`config.mk`:
```
export PLATFORM = sky130hd
export DESIGN_NAME = rgb_to_hsv_converter
export DESIGN_NICKNAME = d
export VERILOG_FILES = /design/src/hdl/rgb2hsv_pkg.sv /design/src/hdl/rgb2hsv_front.sv /design/src/hdl/rgb2hsv_div_stage.sv /design/src/hdl/rgb_to_hsv_converter.sv
export SDC_FILE = /design/constraint.sdc
export NUM_CORES = 1
export LEC_CHECK = 0
export BUFFER_PORTS_ARGS = -buffer_cell sky130_fd_sc_hd__buf_2
export CAP_MARGIN = 5
export CORE_MARGIN = 2
export CORE_UTILIZATION = 59
export CTS_BUF_LIST = sky130_fd_sc_hd__clkbuf_16
export DETAILED_ROUTE_END_ITERATION = 16
export PLACE_DENSITY = 0.81
export REMOVE_ABC_BUFFERS = 1
export SLEW_MARGIN = 20
export SYNTH_ARGS = -nofsm -noshare
export SYNTH_HDL_FRONTEND = slang
export SYNTH_SLANG_ARGS = --single-unit
```
`constraint.sdc`:
```
create_clock -name clk -period 32.2 [get_ports clk]
set_input_delay 9.66 -clock clk [delete_from_list [all_inputs] [get_ports clk]]
set_output_delay 9.66 -clock clk [all_outputs]
set_load 0.005 [all_outputs]
```
`src/hdl/rgb2hsv_pkg.sv`:
```
// ----------------------------------------------------------------------------
// rgb2hsv_pkg
// Shared widths, types and the pipeline payload of the RGB to HSV converter.
// ----------------------------------------------------------------------------
package rgb2hsv_pkg;

	localparam int CH_W       = 8;
	localparam int HUE_W      = 16;
	localparam int SAT_W      = 8;
	// 6 * delta fits 11 bits (6 * 255 = 1530)
	localparam int HDIV_W     = 11;
	localparam int SATN_W     = 2 * CH_W;
	localparam int DIV_STAGES = 4;
	localparam int HUE_STEPS  = HUE_W / DIV_STAGES;
	localparam int SAT_STEPS  = SAT_W / DIV_STAGES;

	typedef logic [CH_W-1:0] chan_t;

	typedef enum logic [1:0] {
		SEC_RED,
		SEC_GREEN,
		SEC_BLUE
	} sector_t;

	// State of both restoring dividers as an item moves down the pipeline
	typedef struct packed {
		logic [HDIV_W-1:0] hue_rem;
		logic [HDIV_W-1:0] hue_div;
		logic [HUE_W-1:0]  hue_q;
		chan_t             sat_rem;
		chan_t             sat_lo;
		chan_t             sat_div;
		logic [SAT_W-1:0]  sat_q;
		logic              grey;
		chan_t             brightness;
		chan_t             alpha;
	} div_t;

endpackage

```
`src/hdl/rgb2hsv_front.sv`:
```
// ----------------------------------------------------------------------------
// rgb2hsv_front
// First two stages: max/min and sector pick, then delta, hue numerator and
// the operands of the hue and saturation dividers.
// ----------------------------------------------------------------------------
module rgb2hsv_front (
	input  logic                clk,
	input  logic                arst_n,
	input  logic                en,
	input  logic                v_in,
	input  rgb2hsv_pkg::chan_t  red,
	input  rgb2hsv_pkg::chan_t  green,
	input  rgb2hsv_pkg::chan_t  blue,
	input  rgb2hsv_pkg::chan_t  alpha_in,
	output logic                v_out,
	output rgb2hsv_pkg::div_t   d_out
);

	localparam int NUM_W = rgb2hsv_pkg::HDIV_W + 1;

	rgb2hsv_pkg::chan_t    max_rg, min_rg, mx, mn;
	rgb2hsv_pkg::sector_t  sec;

	logic                  v_s1;
	rgb2hsv_pkg::chan_t    red_s1, green_s1, blue_s1, alpha_s1, mx_s1, mn_s1;
	rgb2hsv_pkg::sector_t  sec_s1;

	rgb2hsv_pkg::chan_t                 dlt;
	logic [rgb2hsv_pkg::HDIV_W-1:0]     d6;
	logic [NUM_W-1:0]                   num;
	logic [rgb2hsv_pkg::SATN_W-1:0]     satn;
	rgb2hsv_pkg::div_t                  nxt;

	// Stage 1: extremes and sector, ties go red, then green, then blue
	always_comb begin
		max_rg = (red > green) ? red : green;
		min_rg = (red < green) ? red : green;
		mx     = (max_rg > blue) ? max_rg : blue;
		mn     = (min_rg < blue) ? min_rg : blue;
		if (mx == red) begin
			sec = rgb2hsv_pkg::SEC_RED;
		end else if (mx == green) begin
			sec = rgb2hsv_pkg::SEC_GREEN;
		end else begin
			sec = rgb2hsv_pkg::SEC_BLUE;
		end
	end

	always_ff @(posedge clk or negedge arst_n) begin
		if (!arst_n) begin
			v_s1 <= 1'b0;
		end else if (en) begin
			v_s1 <= v_in;
		end
	end

	always_ff @(posedge clk) begin
		if (en) begin
			red_s1   <= red;
			green_s1 <= green;
			blue_s1  <= blue;
			alpha_s1 <= alpha_in;
			mx_s1    <= mx;
			mn_s1    <= mn;
			sec_s1   <= sec;
		end
	end

	// Stage 2: numerator in [0, 6d), divisor 6d, saturation dividend d*255
	always_comb begin
		dlt = mx_s1 - mn_s1;
		d6  = rgb2hsv_pkg::HDIV_W'({dlt, 2'b00}) + rgb2hsv_pkg::HDIV_W'({dlt, 1'b0});
		case (sec_s1)
			rgb2hsv_pkg::SEC_RED: begin
				num = NUM_W'(green_s1) - NUM_W'(blue_s1);
			end
			rgb2hsv_pkg::SEC_GREEN: begin
				num = NUM_W'({dlt, 1'b0}) + NUM_W'(blue_s1) - NUM_W'(red_s1);
			end
			rgb2hsv_pkg::SEC_BLUE: begin
				num = NUM_W'({dlt, 2'b00}) + NUM_W'(red_s1) - NUM_W'(green_s1);
			end
			default: begin
				num = '0;
			end
		endcase
		if (num[NUM_W-1]) begin
			num = num + NUM_W'(d6);
		end
		satn = rgb2hsv_pkg::SATN_W'({dlt, 8'h00}) - rgb2hsv_pkg::SATN_W'(dlt);

		nxt.hue_rem    = num[rgb2hsv_pkg::HDIV_W-1:0];
		nxt.hue_div    = d6;
		nxt.hue_q      = '0;
		nxt.sat_rem    = satn[rgb2hsv_pkg::SATN_W-1:rgb2hsv_pkg::CH_W];
		nxt.sat_lo     = satn[rgb2hsv_pkg::CH_W-1:0];
		nxt.sat_div    = mx_s1;
		nxt.sat_q      = '0;
		nxt.grey       = (dlt == '0);
		nxt.brightness = mx_s1;
		nxt.alpha      = alpha_s1;
	end

	always_ff @(posedge clk or negedge arst_n) begin
		if (!arst_n) begin
			v_out <= 1'b0;
		end else if (en) begin
			v_out <= v_s1;
		end
	end

	always_ff @(posedge clk) begin
		if (en) begin
			d_out <= nxt;
		end
	end

endmodule

```
`src/hdl/rgb2hsv_div_stage.sv`:
```
// ----------------------------------------------------------------------------
// rgb2hsv_div_stage
// One registered slice of the restoring dividers: a few hue quotient bits
// and a few saturation quotient bits per stage.
// ----------------------------------------------------------------------------
module rgb2hsv_div_stage (
	input  logic               clk,
	input  logic               arst_n,
	input  logic               en,
	input  logic               v_in,
	input  rgb2hsv_pkg::div_t  d_in,
	output logic               v_out,
	output rgb2hsv_pkg::div_t  d_out
);

	logic [rgb2hsv_pkg::HDIV_W-1:0] hr;
	logic [rgb2hsv_pkg::HDIV_W:0]   ht;
	logic [rgb2hsv_pkg::HUE_W-1:0]  hq;
	rgb2hsv_pkg::chan_t             sr, sl;
	logic [rgb2hsv_pkg::CH_W:0]     st;
	logic [rgb2hsv_pkg::SAT_W-1:0]  sq;
	rgb2hsv_pkg::div_t              nxt;

	always_comb begin
		hr = d_in.hue_rem;
		hq = d_in.hue_q;
		ht = '0;
		for (int i = 0; i < rgb2hsv_pkg::HUE_STEPS; i++) begin
			ht = {hr, 1'b0};
			if (ht >= {1'b0, d_in.hue_div}) begin
				hr = rgb2hsv_pkg::HDIV_W'(ht - {1'b0, d_in.hue_div});
				hq = {hq[rgb2hsv_pkg::HUE_W-2:0], 1'b1};
			end else begin
				hr = ht[rgb2hsv_pkg::HDIV_W-1:0];
				hq = {hq[rgb2hsv_pkg::HUE_W-2:0], 1'b0};
			end
		end

		sr = d_in.sat_rem;
		sl = d_in.sat_lo;
		sq = d_in.sat_q;
		st = '0;
		for (int j = 0; j < rgb2hsv_pkg::SAT_STEPS; j++) begin
			st = {sr, sl[rgb2hsv_pkg::CH_W-1]};
			sl = {sl[rgb2hsv_pkg::CH_W-2:0], 1'b0};
			if (st >= {1'b0, d_in.sat_div}) begin
				sr = rgb2hsv_pkg::CH_W'(st - {1'b0, d_in.sat_div});
				sq = {sq[rgb2hsv_pkg::SAT_W-2:0], 1'b1};
			end else begin
				sr = st[rgb2hsv_pkg::CH_W-1:0];
				sq = {sq[rgb2hsv_pkg::SAT_W-2:0], 1'b0};
			end
		end

		nxt         = d_in;
		nxt.hue_rem = hr;
		nxt.hue_q   = hq;
		nxt.sat_rem = sr;
		nxt.sat_lo  = sl;
		nxt.sat_q   = sq;
	end

	always_ff @(posedge clk or negedge arst_n) begin
		if (!arst_n) begin
			v_out <= 1'b0;
		end else if (en) begin
			v_out <= v_in;
		end
	end

	always_ff @(posedge clk) begin
		if (en) begin
			d_out <= nxt;
		end
	end

endmodule

```
`src/hdl/rgb_to_hsv_converter.sv`:
```
// ----------------------------------------------------------------------------
// rgb_to_hsv_converter
// RGBA to HSV-A pixel converter, fully pipelined.
// ----------------------------------------------------------------------------
// Takes one pixel per clock unless the output is held off. Two front stages
// find max, min, delta and the hue sector, then four divider stages each
// resolve 4 hue bits and 2 saturation bits of two restoring dividers. The
// whole pipeline advances together; when the output is held off with a
// result waiting, pixel_ready drops, and bubbles keep their place. Hue is a
// 16-bit fraction of a turn, grey pixels give hue 0 and saturation 0,
// brightness is the largest channel, alpha passes through.
module rgb_to_hsv_converter (
	input  logic        clk,
	input  logic        arst_n,
	input  logic        pixel_valid,
	output logic        pixel_ready,
	input  logic [7:0]  red,
	input  logic [7:0]  green,
	input  logic [7:0]  blue,
	input  logic [7:0]  alpha_in,
	output logic        hsv_valid,
	input  logic        hsv_ready,
	output logic [15:0] hue,
	output logic [7:0]  saturation,
	output logic [7:0]  brightness,
	output logic [7:0]  alpha_out
);

	logic              advance;
	logic              v_c [rgb2hsv_pkg::DIV_STAGES+1];
	rgb2hsv_pkg::div_t d_c [rgb2hsv_pkg::DIV_STAGES+1];
	rgb2hsv_pkg::div_t last;

	assign advance     = !v_c[rgb2hsv_pkg::DIV_STAGES] || hsv_ready;
	assign pixel_ready = advance;

	rgb2hsv_front u_front (
		.clk      (clk),
		.arst_n   (arst_n),
		.en       (advance),
		.v_in     (pixel_valid),
		.red      (red),
		.green    (green),
		.blue     (blue),
		.alpha_in (alpha_in),
		.v_out    (v_c[0]),
		.d_out    (d_c[0])
	);

	for (genvar k = 0; k < rgb2hsv_pkg::DIV_STAGES; k++) begin : g_div
		rgb2hsv_div_stage u_div (
			.clk    (clk),
			.arst_n (arst_n),
			.en     (advance),
			.v_in   (v_c[k]),
			.d_in   (d_c[k]),
			.v_out  (v_c[k+1]),
			.d_out  (d_c[k+1])
		);
	end

	assign last       = d_c[rgb2hsv_pkg::DIV_STAGES];
	assign hsv_valid  = v_c[rgb2hsv_pkg::DIV_STAGES];
	assign hue        = last.grey ? '0 : last.hue_q;
	assign saturation = last.grey ? '0 : last.sat_q;
	assign brightness = last.brightness;
	assign alpha_out  = last.alpha;

`ifndef SYNTH
	// zero saturation only comes from a grey pixel
	a_grey_hue: assert property (@(posedge clk) disable iff (!arst_n)
		hsv_valid && (saturation == '0) |-> (hue == '0))
		else $error("nonzero hue with zero saturation");

	a_stall_only_on_held_output: assert property (@(posedge clk) disable iff (!arst_n)
		!pixel_ready |-> (hsv_valid && !hsv_ready))
		else $error("input stalled without a held result");

	// restoring divider remainder stays below the divisor
	a_hue_rem: assert property (@(posedge clk) disable iff (!arst_n)
		hsv_valid && !last.grey |-> (last.hue_rem < last.hue_div))
		else $error("hue divider remainder out of range");
`endif

endmodule

```
==> results.md <==
- Status: finished clean
- Count of cell types in the netlist: 81
- Fin worst setup slack: 12.36 ns
- Rows: 75
- Antenna cells: 0
- Worst clock skew: 0.00801 ns
- Root buffer cell: clkbuf_16
- Type of the tightest min-delay check: register to register
- Crit path largest cell delay: about 0.23 ns
- Mux share of post-synthesis cell area: 0.0595
- DR WL/cell: 17.5 µm
- Num CTS Buffers: 38
- Main combinational cell family by area after synthesis: adder cells
- Fin area: 0.0276 mm²
- Final setup vio count: 0
- Initial core utilization: 0.601
- CP Cell Sequence: buf_2 -> nand2b_4 -> buf_2
- Initial antenna violation count: 0
- Die Area: between 0.04 and 0.05 mm²
- FFs w/ async S/R, synth: 0.0184
- Clk Latency, worst-skew pair: 0.55 ns
- Max Slew Vio Count: 0
- Unrepaired setup endpoints after global routing: false
- Vias in the first global route: 18600
- Top delay family on crit path: buffers and inverters
- First-pass GRT wire length: 90400 µm
- Post-DR vias/cell: 6.01
- Biggest area consumer among synthesized cells: edfxtp_1
- Worst slew pin tran: 1.06 ns
- Post-Synthesis Cells: about 2500
- CP Class: input pin to output port
- Min Hold Slack: 0.410 ns
- Post-synth top area share: 0.379
- Synthesized area: 0.0254 mm²
- Placed cell area: approximately 0.026 mm²
- Post-CTS Hold Buffers: 0
- # IOs: between 70 and 80
- CP required: 22.54 ns
- Die extent in y: 211 µm
- Post-synthesis xor/xnor area fraction: 0.0679
- P&R area growth vs syn: 8.79%
- DRT Pass-1 Iters: 5
- CP Launch Type: input pin
- Crit path time final: 19.84 ns
- Crit. End Element: output port
- Critical Path AT: 10.18 ns
- CP max stage cell: nand2b_4
- Adder-cell share of the synthesized area: 0.167
- EDFF count, synth: 320
- Top-count cell post-synth: edfxtp_1
- # resized after CTS: 0
- Relative slew slack: 0.296
- Synth Area in Simple Gates: 0.117
- Hold Violations, Final: 0
- Final period util: 0.616
- Initial drt markers: 1247
- RePlAce Congestion: 0.874
- Ranking of synthesized cells by area: edfxtp_1 (38%), ha_1 (15%), mux2_2 (5.1%)
- Vias: approximately 19000
- GRT overflow: 0
- Layout net count: 2929
- Cell mode on critical path: buf_2
- Routed wire length: 54900 µm
- CTS max path bufs: 3
- Routed Antenna Nets: 0
- Seq/Total Area, Yosys: 0.385
- Die width: ~210 µm
- GRT Total Usage: 0.248
- H-tree depth: 2
- Synthesis-stage register bit count: 326
- Worst Path Max Fanout: 11
- Post-detail-place hpwl: 42100 µm
- Layout cells sized above 1: 0.112
- FILL cells: 3202
- Pre-CTS setup slack: roughly 12 ns
- Synth top cells by count: edfxtp_1 (320), ha_1 (306), inv_1 (230)
- Reg clk slew, reported paths: 0.06 ns
- DRC Markers: 0
- CP Buf/Inv Count: 2
- Main synth FF type: edfxtp_1
- Compound-gate portion of the synthesized area: 0.160
- CORE AREA: between 0.04 and 0.05 mm²
- Total setup buffers inserted after CTS: 0
- Ys Warns: 0
- Avg Cell Area, Syn: 10.2 µm²
- Pin count of the biggest net entering global routing: 87
- CTS tree: done
- Number of port buffers: 77
- Clock sink count: 326
- Fin Setup TNS: 0 ns
- # Max-Cap Violations: 0
- Max Clk Rate: 50.4 MHz
## per-layer routing
| layer | part of all wire | vias up | GRT usage |
|---|---|---|---|
| li1 | - | 9266 | - |
| met5 | 0 | - | 0 |
| met2 | 0.49 | 493 | 0.434 |
| met1 | 0.44 | 8979 | 0.315 |
| met4 | 0.029 | 0 | 0.0833 |
| met3 | 0.048 | 108 | 0.0352 |
## worst paths after layout
kind	startpoint	endpoint	cells after the start	slack [ns]
worst max-delay path	hsv_ready	pixel_ready	3	12.36
worst min-delay path	g_div[2].u_div.d_out[57]$_DFFE_PP_	g_div[3].u_div.d_out[61]$_DFFE_PP_	0	0.41
worst max register to register	u_front.d_out[34]$_DFFE_PP_	g_div[0].u_div.d_out[83]$_DFFE_PP_	36	21.79
worst min register to register	g_div[2].u_div.d_out[57]$_DFFE_PP_	g_div[3].u_div.d_out[61]$_DFFE_PP_	0	0.41
max in group asynchronous	arst_n	g_div[3].u_div.v_out$_DFFE_PN0P_	1	23.14
min in group asynchronous	arst_n	u_front.v_out$_DFFE_PN0P_	1	8.92
## cell families after synthesis
| logic type | count (synthesis) |
|---|---|
| DFF | 326 |
| and+or+nand+nor | 596 |
| muxes | 135 |
| xor gates and xnor gates | 196 |
| buffers and inverters | 284 |
| adders and majority gates | 326 |
| AOI/OAI and AO/OA | 631 |
## stage by stage
stage,util,instances
6_report,0.654,3135
5_1_grt,0.654,3135
4_1_cts,0.654,3135
3_5_place_dp,0.621,3066
3_3_place_gp,0.621,3066
2_1_floorplan,-,2443
## cell usage in the layout (no fill, tap or decap), types with 8 or more instances in the layout
master,synthesis,final
nand4_1,40,40
clkbuf_16,0,41
a21oi_1,173,173
nor3_1,39,39
bufinv_16,0,8
nor2b_1,74,74
a211o_1,9,9
a221oi_1,9,9
o31ai_1,11,11
xnor2_1,115,115
mux2_2,115,115
nand2b_1,42,41
o21a_1,43,43
edfxtp_1,320,320
a31oi_1,10,9
o221ai_1,11,11
a21o_1,84,84
and3_1,9,9
o21ai_0,152,152
ha_1,306,306
fa_1,20,20
nand2_1,140,140
nand3_1,33,33
nor2_1,161,161
o21bai_1,23,23
xor2_1,80,80
mux2i_1,17,17
inv_1,230,235
a211oi_1,14,14
a21boi_0,23,23
o22ai_1,8,8
buf_2,9,77
or3_1,13,13
o211ai_1,9,9
## final cells by class
type | count | area [µm²] | area share
multi-input combinational | 1884 | 14500 | 0.525
timing repair buffer | 84 | 438 | 0.0159
clock buffer | 41 | 1030 | 0.0372
tap | 539 | 674 | 0.0244
inverter | 233 | 875 | 0.0317
sequential | 326 | 9760 | 0.353
clock inverter | 28 | 348 | 0.0126
## worst register-to-register path: cells and delay by family, from the launching register on
kind | cells | cell delay (ns)
AO/OA/AOI/OAI | 21 | 5.41
adder cells (fa/ha/maj) | 4 | 1.27
buffers and inverters | 2 | 0.35
flip-flops | 1 | 0.55
multiplexers | 3 | 1.65
AND/OR/NAND/NOR | 6 | 0.92
## flip-flops by register name, summed over array words and instances, names as in the netlist
register / cells
g_div.u_div.d_out: 218
u_front.d_out: 52
u_front.alpha_s1: 8
u_front.blue_s1: 8
u_front.green_s1: 8
u_front.mn_s1: 8
u_front.mx_s1: 8
u_front.red_s1: 8
g_div.u_div.v_out: 4
u_front.sec_s1: 2
u_front.v_out: 1
u_front.v_s1: 1
Power is left out: the tool's default activity adds up to more than one toggle a clock period on the data nets, which glitch-free logic cannot reach.
